`src/rtl/foldlim_pkg.sv`:
```
// Shared types and constants of the foldback output limiter.
package foldlim_pkg;

	localparam int FL_DATA_WIDTH = 16;
	localparam int FL_LIMIT_W    = 15;
	localparam int FL_QUOT_BITS  = FL_LIMIT_W;
	localparam int FL_CFG_IDX_W  = 3;
	// input register, window stage, multiplier, divider cells, limit stage, output stage
	localparam int FL_LATENCY    = 3 + FL_QUOT_BITS + 2;

	typedef enum logic [FL_CFG_IDX_W-1:0] {
		CFG_ENABLE       = 3'd0,
		CFG_TRIM_MODE    = 3'd1,
		CFG_INVERTED     = 3'd2,
		CFG_END_VALUE    = 3'd3,
		CFG_WINDOW_WIDTH = 3'd4,
		CFG_LIMIT_HIGH   = 3'd5,
		CFG_LIMIT_LOW    = 3'd6
	} cfg_idx_t;

	// Control that travels alongside each beat through the divider chain.
	typedef struct packed {
		logic valid;
		logic in_win;   // control value lies strictly inside the window
		logic hi;       // outside the window on the high-limit side
		logic neg;      // limit span is negative: limit_low lies above limit_high
	} fl_ctl_t;

endpackage

```
`src/rtl/foldlim_cell.sv`:
```
// One restoring-division step of the derating ramp, with its pipeline register.
module foldlim_cell
	import foldlim_pkg::*;
#(
	parameter int DATA_WIDTH = FL_DATA_WIDTH
) (
	input  logic                    clk,
	input  logic                    arst_n,
	input  logic [DATA_WIDTH-1:0]   divisor,
	input  fl_ctl_t                 ctl_in,
	input  logic [DATA_WIDTH-1:0]   x_in,
	input  logic [DATA_WIDTH-1:0]   rem_in,
	input  logic [FL_QUOT_BITS-1:0] nq_in,
	output fl_ctl_t                 ctl_out,
	output logic [DATA_WIDTH-1:0]   x_out,
	output logic [DATA_WIDTH-1:0]   rem_out,
	output logic [FL_QUOT_BITS-1:0] nq_out
);

	fl_ctl_t                 ctl_q;
	logic [DATA_WIDTH-1:0]   x_q;
	logic [DATA_WIDTH-1:0]   rem_q;
	logic [FL_QUOT_BITS-1:0] nq_q;

	logic [DATA_WIDTH:0]     trial;
	logic [DATA_WIDTH:0]     diff;
	logic                    fits;

	// Shift the next numerator bit in; subtract when the divisor fits.
	assign trial = {rem_in, nq_in[FL_QUOT_BITS-1]};
	assign diff  = trial - {1'b0, divisor};
	assign fits  = trial >= {1'b0, divisor};

	always_ff @(posedge clk or negedge arst_n) begin
		if (!arst_n) begin
			ctl_q <= '0;
		end else begin
			ctl_q <= ctl_in;
		end
	end

	always_ff @(posedge clk) begin
		x_q   <= x_in;
		rem_q <= fits ? diff[DATA_WIDTH-1:0] : trial[DATA_WIDTH-1:0];
		nq_q  <= {nq_in[FL_QUOT_BITS-2:0], fits};
	end

	assign ctl_out = ctl_q;
	assign x_out   = x_q;
	assign rem_out = rem_q;
	assign nq_out  = nq_q;

endmodule

```
`src/rtl/foldback_output_limiter_unit.sv`:
```
// Top level of the foldback output limiter: config registers, window logic, divider chain.
//
// Foldback output limiter. Pulse start with an input_value and a control_value;
// the block never stalls, so busy stays low and a new beat may be started on
// every clock. Each beat returns exactly one output_value, marked by a single
// cycle of done, in the order the beats were started. The receiver cannot
// hold results off: take output_value on the cycle done is high. The pipeline
// is the ramp division, a row of 15 restoring-division cells (one quotient
// bit each), after an input register, a window-decode stage and a multiplier
// stage, followed by two stages that form the limit and clamp the input.
// Configuration is written through cfg_we / cfg_index / cfg_wdata; write it
// only while no beat is in flight. Writes to an index beyond the last
// register are dropped. There is no stored state between beats.
module foldback_output_limiter_unit
	import foldlim_pkg::*;
#(
	parameter int DATA_WIDTH = FL_DATA_WIDTH
) (
	input  logic                                         clk,
	input  logic                                         arst_n,
	input  logic                                         start,
	output logic                                         busy,
	input  logic signed [DATA_WIDTH-1:0]                 input_value,
	input  logic signed [DATA_WIDTH-1:0]                 control_value,
	output logic                                         done,
	output logic signed [DATA_WIDTH-1:0]                 output_value,
	input  logic                                         cfg_we,
	input  logic [FL_CFG_IDX_W-1:0]                      cfg_index,
	input  logic [((DATA_WIDTH > FL_LIMIT_W) ? DATA_WIDTH : FL_LIMIT_W)-1:0] cfg_wdata
);

	localparam int W  = DATA_WIDTH;
	// width for handling the 16-bit limit values next to the data width
	localparam int MW = (W > 16) ? W : 16;
	// width for the window start before saturation
	localparam int SW = MW + 2;
	localparam int PW = W + FL_QUOT_BITS;

	localparam logic [MW-1:0]        DW_MAX_M = MW'({1'b0, {(W-1){1'b1}}});
	localparam logic signed [SW-1:0] DW_MAX_S = SW'($signed({1'b0, {(W-1){1'b1}}}));
	localparam logic signed [SW-1:0] DW_MIN_S = SW'($signed({1'b1, {(W-1){1'b0}}}));

	// ------------------------------------------------------------------
	// Configuration registers
	// ------------------------------------------------------------------
	logic                  enable_q;
	logic                  trim_q;
	logic                  inverted_q;
	logic signed [W-1:0]   end_q;
	logic [FL_LIMIT_W-1:0] width_q;
	logic [FL_LIMIT_W-1:0] high_q;
	logic [FL_LIMIT_W-1:0] low_q;

	always_ff @(posedge clk or negedge arst_n) begin
		if (!arst_n) begin
			enable_q   <= 1'b0;
			trim_q     <= 1'b1;
			inverted_q <= 1'b0;
			end_q      <= '0;
			width_q    <= '0;
			high_q     <= '1;
			low_q      <= '0;
		end else if (cfg_we) begin
			unique case (cfg_idx_t'(cfg_index))
				CFG_ENABLE:       enable_q   <= cfg_wdata[0];
				CFG_TRIM_MODE:    trim_q     <= cfg_wdata[0];
				CFG_INVERTED:     inverted_q <= cfg_wdata[0];
				CFG_END_VALUE:    end_q      <= cfg_wdata[W-1:0];
				CFG_WINDOW_WIDTH: width_q    <= cfg_wdata[FL_LIMIT_W-1:0];
				CFG_LIMIT_HIGH:   high_q     <= cfg_wdata[FL_LIMIT_W-1:0];
				CFG_LIMIT_LOW:    low_q      <= cfg_wdata[FL_LIMIT_W-1:0];
				default: ;        // drop writes to unused indexes
			endcase
		end
	end

	// ------------------------------------------------------------------
	// Window geometry, derived from the configuration
	// start_q is registered from the configuration, divisor_q from start_q; the
	// divisor is first used by the cells well after any beat started behind a write.
	// ------------------------------------------------------------------
	logic signed [SW-1:0] start_sum;
	logic signed [W-1:0]  start_q;
	logic [W-1:0]         divisor_q;
	logic [W:0]           div_full;

	always_comb begin
		if (inverted_q) begin
			start_sum = SW'(end_q) + $signed(SW'(width_q));
		end else begin
			start_sum = SW'(end_q) - $signed(SW'(width_q));
		end
	end

	assign div_full = (start_q > end_q) ? ({start_q[W-1], start_q} - {end_q[W-1], end_q})
	                                    : ({end_q[W-1], end_q} - {start_q[W-1], start_q});

	always_ff @(posedge clk or negedge arst_n) begin
		if (!arst_n) begin
			start_q   <= '0;
			divisor_q <= '0;
		end else begin
			// saturate the window start to the data range
			priority if (start_sum > DW_MAX_S) begin
				start_q <= DW_MAX_S[W-1:0];
			end else if (start_sum < DW_MIN_S) begin
				start_q <= DW_MIN_S[W-1:0];
			end else begin
				start_q <= start_sum[W-1:0];
			end
			divisor_q <= div_full[W-1:0];
		end
	end

	// ------------------------------------------------------------------
	// Stage 1: register the accepted beat
	// ------------------------------------------------------------------
	logic                valid_s1;
	logic signed [W-1:0] x_s1;
	logic signed [W-1:0] c_s1;

	assign busy = 1'b0;   // one beat per cycle, never stalls

	always_ff @(posedge clk or negedge arst_n) begin
		if (!arst_n) begin
			valid_s1 <= 1'b0;
		end else begin
			valid_s1 <= start && !busy;
		end
	end

	always_ff @(posedge clk) begin
		x_s1 <= input_value;
		c_s1 <= control_value;
	end

	// ------------------------------------------------------------------
	// Stage 2: place the control value against the window
	// The window counts as inverted only when the saturated start lies above
	// the end value, so a zero width always behaves as a normal window.
	// ------------------------------------------------------------------
	logic                  inv_eff;
	logic                  c_gt_start;
	logic                  c_lt_start;
	logic                  c_gt_end;
	logic                  c_lt_end;
	logic [W:0]            dc_full;
	logic [FL_LIMIT_W:0]   dh_full;
	fl_ctl_t               ctl_s2;
	logic [W-1:0]          x_s2;
	logic [W-1:0]          dc_s2;
	logic [FL_LIMIT_W-1:0] dh_s2;

	assign inv_eff    = start_q > end_q;
	assign c_gt_start = c_s1 > start_q;
	assign c_lt_start = c_s1 < start_q;
	assign c_gt_end   = c_s1 > end_q;
	assign c_lt_end   = c_s1 < end_q;
	assign dc_full    = inv_eff ? ({c_s1[W-1], c_s1} - {end_q[W-1], end_q})
	                            : ({end_q[W-1], end_q} - {c_s1[W-1], c_s1});
	assign dh_full    = {1'b0, high_q} - {1'b0, low_q};

	always_ff @(posedge clk or negedge arst_n) begin
		if (!arst_n) begin
			ctl_s2 <= '0;
		end else begin
			ctl_s2.valid  <= valid_s1;
			ctl_s2.in_win <= inv_eff ? (c_lt_start && c_gt_end) : (c_gt_start && c_lt_end);
			ctl_s2.hi     <= inv_eff ? !c_lt_start : !c_gt_start;
			ctl_s2.neg    <= dh_full[FL_LIMIT_W];
		end
	end

	always_ff @(posedge clk) begin
		x_s2  <= x_s1;
		// inside the window the distance is below the divisor, so W bits hold it
		dc_s2 <= dc_full[W-1:0];
		// magnitude of the limit span
		dh_s2 <= dh_full[FL_LIMIT_W] ? FL_LIMIT_W'(-dh_full) : dh_full[FL_LIMIT_W-1:0];
	end

	// ------------------------------------------------------------------
	// Stage 3: span times distance; the product is below divisor * 2^15,
	// so its upper W bits are already a valid partial remainder
	// ------------------------------------------------------------------
	fl_ctl_t       ctl_s3;
	logic [W-1:0]  x_s3;
	logic [PW-1:0] prod_s3;

	always_ff @(posedge clk or negedge arst_n) begin
		if (!arst_n) begin
			ctl_s3 <= '0;
		end else begin
			ctl_s3 <= ctl_s2;
		end
	end

	always_ff @(posedge clk) begin
		x_s3    <= x_s2;
		prod_s3 <= PW'(dh_s2) * PW'(dc_s2);
	end

	// ------------------------------------------------------------------
	// Divider chain: one quotient bit per cell, handed on every cycle
	// ------------------------------------------------------------------
	fl_ctl_t                 ctl_c [0:FL_QUOT_BITS];
	logic [W-1:0]            x_c   [0:FL_QUOT_BITS];
	logic [W-1:0]            rem_c [0:FL_QUOT_BITS];
	logic [FL_QUOT_BITS-1:0] nq_c  [0:FL_QUOT_BITS];

	assign ctl_c[0] = ctl_s3;
	assign x_c[0]   = x_s3;
	assign rem_c[0] = prod_s3[PW-1:FL_QUOT_BITS];
	assign nq_c[0]  = prod_s3[FL_QUOT_BITS-1:0];

	for (genvar k = 0; k < FL_QUOT_BITS; k++) begin : g_cell
		foldlim_cell #(
			.DATA_WIDTH (DATA_WIDTH)
		) u_cell (
			.clk     (clk),
			.arst_n  (arst_n),
			.divisor (divisor_q),
			.ctl_in  (ctl_c[k]),
			.x_in    (x_c[k]),
			.rem_in  (rem_c[k]),
			.nq_in   (nq_c[k]),
			.ctl_out (ctl_c[k+1]),
			.x_out   (x_c[k+1]),
			.rem_out (rem_c[k+1]),
			.nq_out  (nq_c[k+1])
		);
	end

	// ------------------------------------------------------------------
	// Stage 4: form the limit (quotient truncated toward zero, signed by the
	// span direction, plus limit_low), then saturate to the data range
	// ------------------------------------------------------------------
	logic [FL_QUOT_BITS-1:0] quot;
	logic [FL_LIMIT_W+1:0]   quot_signed;
	logic [FL_LIMIT_W+1:0]   ramp;
	logic [15:0]             lim16;
	logic [MW-1:0]           lim_ext;
	logic                    valid_s4;
	logic [W-1:0]            x_s4;
	logic [W-1:0]            lim_s4;

	assign quot        = nq_c[FL_QUOT_BITS];
	assign quot_signed = ctl_c[FL_QUOT_BITS].neg ? (FL_LIMIT_W+2)'(-{2'b00, quot})
	                                             : {2'b00, quot};
	assign ramp        = quot_signed + {2'b00, low_q};

	always_comb begin
		priority if (ctl_c[FL_QUOT_BITS].in_win) begin
			lim16 = ramp[15:0];
		end else if (ctl_c[FL_QUOT_BITS].hi) begin
			lim16 = {1'b0, high_q};
		end else begin
			lim16 = {1'b0, low_q};
		end
		lim_ext = MW'(lim16);
	end

	always_ff @(posedge clk or negedge arst_n) begin
		if (!arst_n) begin
			valid_s4 <= 1'b0;
		end else begin
			valid_s4 <= ctl_c[FL_QUOT_BITS].valid;
		end
	end

	always_ff @(posedge clk) begin
		x_s4   <= x_c[FL_QUOT_BITS];
		lim_s4 <= (lim_ext > DW_MAX_M) ? DW_MAX_M[W-1:0] : lim_ext[W-1:0];
	end

	// ------------------------------------------------------------------
	// Stage 5: pass through, output the limit, or clamp to +/- limit
	// ------------------------------------------------------------------
	logic signed [W:0]   x_ext;
	logic signed [W:0]   lim_pos;
	logic signed [W:0]   lim_neg;
	logic signed [W-1:0] y;
	logic                valid_s5;
	logic signed [W-1:0] out_s5;

	assign x_ext   = {x_s4[W-1], x_s4};
	assign lim_pos = {1'b0, lim_s4};
	assign lim_neg = -lim_pos;

	always_comb begin
		priority if (!enable_q) begin
			y = x_s4;
		end else if (!trim_q) begin
			y = lim_s4;
		end else if (x_ext > lim_pos) begin
			y = lim_s4;
		end else if (x_ext < lim_neg) begin
			y = lim_neg[W-1:0];
		end else begin
			y = x_s4;
		end
	end

	always_ff @(posedge clk or negedge arst_n) begin
		if (!arst_n) begin
			valid_s5 <= 1'b0;
		end else begin
			valid_s5 <= valid_s4;
		end
	end

	always_ff @(posedge clk) begin
		out_s5 <= y;
	end

	assign done         = valid_s5;
	assign output_value = out_s5;

endmodule

```
`config.mk`:
```
export PLATFORM = sky130hd
export DESIGN_NAME = foldback_output_limiter_unit
export DESIGN_NICKNAME = d
export VERILOG_FILES = /design/src/rtl/foldlim_pkg.sv /design/src/rtl/foldlim_cell.sv /design/src/rtl/foldback_output_limiter_unit.sv
export SDC_FILE = /design/constraint.sdc
export NUM_CORES = 2
export LEC_CHECK = 0
export BUFFER_PORTS_ARGS = -buffer_cell sky130_fd_sc_hd__buf_2
export CORE_ASPECT_RATIO = 0.5
export CORE_MARGIN = 2
export CORE_UTILIZATION = 34
export CTS_CLUSTER_DIAMETER = 150
export DETAILED_ROUTE_END_ITERATION = 7
export MAX_ROUTING_LAYER = met4
export PLACE_DENSITY = 0.57
export SYNTH_ARGS = -nofsm -noshare
export SYNTH_HDL_FRONTEND = slang
export SYNTH_HIERARCHICAL = 1
export SYNTH_SLANG_ARGS = --single-unit
```
`constraint.sdc`:
```
create_clock -name clk -period 7.7 [get_ports clk]
set_input_delay 1.54 -clock clk [delete_from_list [all_inputs] [get_ports clk]]
set_output_delay 1.54 -clock clk [all_outputs]
set_load 0.01 [all_outputs]
```
==> results.txt <==
----------------------------------------------------
[STA]
  Max-slew violations ... 0
  Number of setup violations in the final report ... 0
  Hold Slack ... 0.2747 ns
  Share of the clock period used by the worst path ... 86.26%
  Setup tns final ... 0 ns
  Final hold viol count ... 0
  Tightest slew margin relative to the limit ... 24.69%
  FMAX ... 150.6 MHz
  Worst clock skew ... 0.07337 ns
  Final critical delay including setup and external delays ... 6.642 ns
  Transition at the pin with the smallest max-transition slack ... 1.130 ns
  Setup repair after global routing missed its margin ... no

[Hold path]
  Hold/Removal Path Class ... flop to flop
  Min-Delay Endpoint ... g_cell[14].u_cell/x_out[1]$_DFF_P_
  Count of cells along the worst hold path ... 0
  Startpoint of the worst hold path ... g_cell[13].u_cell/x_out[1]$_DFF_P_

[Floorplan]
  Die area ... 0.1679 mm2
  Die height ... ~290 um
  I/O pin count ... 73
  Initial cell density of the core ... 34.17%
  Number of rows in the core area ... 105
  Core box area ... 0.1637 mm2
  Die Wd ... around 580 um

[Drt]
  Post-Route WL ... between 100 and 150 mm
  Wire length per cell ... roughly 17 um
  Starting DRC count in detailed routing ... 2306
  Drt first pass iters ... 6
  Routed via count divided by cell count ... 4.876
  DR vias ... 38420
  Post-route antenna net violation count ... 0
  Post-route DRC ... 0

[Critical path]
  Data arrival, critical path ... roughly 7.2 ns
  Critical path required time ... a little over 8 ns
  Reg2reg path depth ... 19
  Worst R2R Start ... dh_s2[8]$_DFF_P_
  Crit Path Max Fanout ... 16
  R2r endpoint ... prod_s3[27]$_DFF_P_
  Critical path startpoint category ... flop
  Path type of the worst setup path ... flop to flop
  Minimum setup slack among reg-to-reg paths ... between 1 and 1.5 ns
  Type of destination of the critical path ... flop

[Synth]
  Post-synthesis cell count ... 5549
  Cell area after synthesis ... 0.05593 mm2
  Synthesized area per cell ... 10.08 um2
  Yosys Warn Count ... 6

[Run status]
  Outcome ... finished, final reports clean

[Clock network]
  Root buffer cell ... sky130_fd_sc_hd__clkbuf_16
  CTS HTree Levels ... 3
  Clock Latency Late Sink ... approximately 0.75 ns
  Hold_buf cts ... 0
  Maximum clock insertion buffer count ... 3
  Number of buffers created by CTS ... 98
  Sink count of the clock tree ... ~1000
  Total of cells resized after clock tree synthesis ... 0
  CTS clock-pin slew for the worst setup and hold paths ... 0.07 ns
  Number of buffers inserted by post-CTS setup repair ... 0
  TritonCTS clock tree ... yes

[Flow run]
  # Max-Cap Violations ... 0

[Global route]
  Number of global-route vias before repair ... 37110
  Total global-route track usage ... 16.11%
  Global-route wire length before repair ... 209.4 mm
  Initial antenna violation count ... 2
  Largest net degree at the start of global routing ... 92
  Overflow left after global routing ... 0

[Placed design]
  Number of I/O port buffers ... 71
  Detail Placement HPWL ... 98.06 mm
  Routability cong. ... 0.8883

[Cells and area]
  Number of fillers in the final layout ... 16250
  Share of cells above drive strength 1 ... 11.50%
  Area growth from synthesis to final layout ... 10.76%
  Final-stage net count ... ~6400
  Number of diodes added for antenna fixing ... 0

----------------------------------------------------
[cells in the final DEF (no fill, tap or decap), types with 24 or more instances in the layout]
cell type and instances:
sky130_fd_sc_hd__o21ai_0 212, sky130_fd_sc_hd__a221oi_1 30, sky130_fd_sc_hd__ha_1 496, sky130_fd_sc_hd__dfxtp_1 863
sky130_fd_sc_hd__o31a_1 24, sky130_fd_sc_hd__fa_1 201, sky130_fd_sc_hd__and2_1 160, sky130_fd_sc_hd__dfrtp_1 146
sky130_fd_sc_hd__nor3_1 79, sky130_fd_sc_hd__nand3_1 110, sky130_fd_sc_hd__xnor2_1 176, sky130_fd_sc_hd__a211oi_1 72
sky130_fd_sc_hd__clkbuf_16 98, sky130_fd_sc_hd__mux2i_1 77, sky130_fd_sc_hd__o21bai_1 26, sky130_fd_sc_hd__mux2_2 162
sky130_fd_sc_hd__and3_1 24, sky130_fd_sc_hd__o211ai_1 36, sky130_fd_sc_hd__nand2b_1 27, sky130_fd_sc_hd__nor2b_1 72
sky130_fd_sc_hd__mux2_4 84, sky130_fd_sc_hd__nand2_1 346, sky130_fd_sc_hd__inv_1 667, sky130_fd_sc_hd__o21a_1 67
sky130_fd_sc_hd__buf_2 70, sky130_fd_sc_hd__a21oi_1 296, sky130_fd_sc_hd__or3_1 24, sky130_fd_sc_hd__a31oi_1 29
sky130_fd_sc_hd__nand4_1 56, sky130_fd_sc_hd__xor2_1 82, sky130_fd_sc_hd__a21o_1 124, sky130_fd_sc_hd__nor2_1 259
[worst max-delay path: stages, from the launching register on]
cell                      delay [ns]
sky130_fd_sc_hd__dfxtp_1        0.76
sky130_fd_sc_hd__nand2_1        0.18
sky130_fd_sc_hd__fa_1           0.53
sky130_fd_sc_hd__fa_1           0.52
sky130_fd_sc_hd__inv_1          0.05
sky130_fd_sc_hd__fa_1           0.47
sky130_fd_sc_hd__fa_1           0.52
sky130_fd_sc_hd__fa_1           0.54
sky130_fd_sc_hd__inv_1          0.05
sky130_fd_sc_hd__fa_1           0.52
sky130_fd_sc_hd__inv_1          0.04
sky130_fd_sc_hd__ha_1           0.40
sky130_fd_sc_hd__and4_1         0.26
sky130_fd_sc_hd__nand2_1        0.07
sky130_fd_sc_hd__or4b_2         0.69
sky130_fd_sc_hd__a31oi_1        0.24
sky130_fd_sc_hd__o31a_1         0.26
sky130_fd_sc_hd__a311o_1        0.19
sky130_fd_sc_hd__a21oi_1        0.07
sky130_fd_sc_hd__xnor2_1        0.13
[how the worst max path moves through the flow]
stage,from,endpoint,depth (start not counted)
3_3_place_gp,dh_s2[8]$_DFF_P_,prod_s3[27]$_DFF_P_,19
4_1_cts,dh_s2[8]$_DFF_P_,prod_s3[27]$_DFF_P_,19
3_5_place_dp,dh_s2[8]$_DFF_P_,prod_s3[27]$_DFF_P_,19
5_1_grt,dh_s2[11]$_DFF_P_,prod_s3[27]$_DFF_P_,19
6_report,dh_s2[8]$_DFF_P_,prod_s3[27]$_DFF_P_,19
2_1_floorplan,dh_s2[8]$_DFF_P_,prod_s3[27]$_DFF_P_,20
[per-stage QoR]
| stage | setup slack [ns] | instance area, um2 | std cells | utilization [%] |
|---|---|---|---|---|
| 6_report | 1.058 | 61950 | 7881 | 37.84 |
| 5_1_grt | 0.7120 | 61950 | 7881 | 37.84 |
| 4_1_cts | 1.032 | 61950 | 7881 | 37.84 |
| 3_5_place_dp | 1.053 | 58400 | 7697 | 35.68 |
| 3_3_place_gp | 1.106 | 58400 | 7697 | 35.68 |
| 2_1_floorplan | 1.538 | 55930 | 5550 | - |
[final cells by class]
| cell class | count | area [um2] | share of cell area (%) |
|---|---|---|---|
| timing repair buffer | 86 | 474.2 | 0.7655 |
| tap | 2193 | 2744 | 4.429 |
| clock inverter | 64 | 935.9 | 1.511 |
| multi-input combinational | 3720 | 31200 | 50.36 |
| clock buffer | 120 | 2605 | 4.205 |
| inverter | 668 | 2507 | 4.048 |
| sequential | 1030 | 21480 | 34.68 |
[layer usage]
layer / up-vias / wire (um) / GRT usage, % / part of all wire [%]
met5: - / 0 / - / 0
met4: 0 / 2446 / 3.494 / 1.8
met3: 165 / 5288 / 2.477 / 4.0
met2: 669 / 59550 / 25.14 / 45
met1: 18370 / 65240 / 21.96 / 49
li1: 19220 / - / - / -
[state kept, by name (all words and copies together) (netlist names), 31 cells and up]
name,flops
g_cell.u_cell/x_out,240
prod_s3,31
g_cell.u_cell/rem_out,224
g_cell.u_cell/ctl_out,60
g_cell.u_cell/nq_out,225
Power is not shown: default switching activity piles up to over one toggle a cycle in this logic, so the estimate is an artifact.
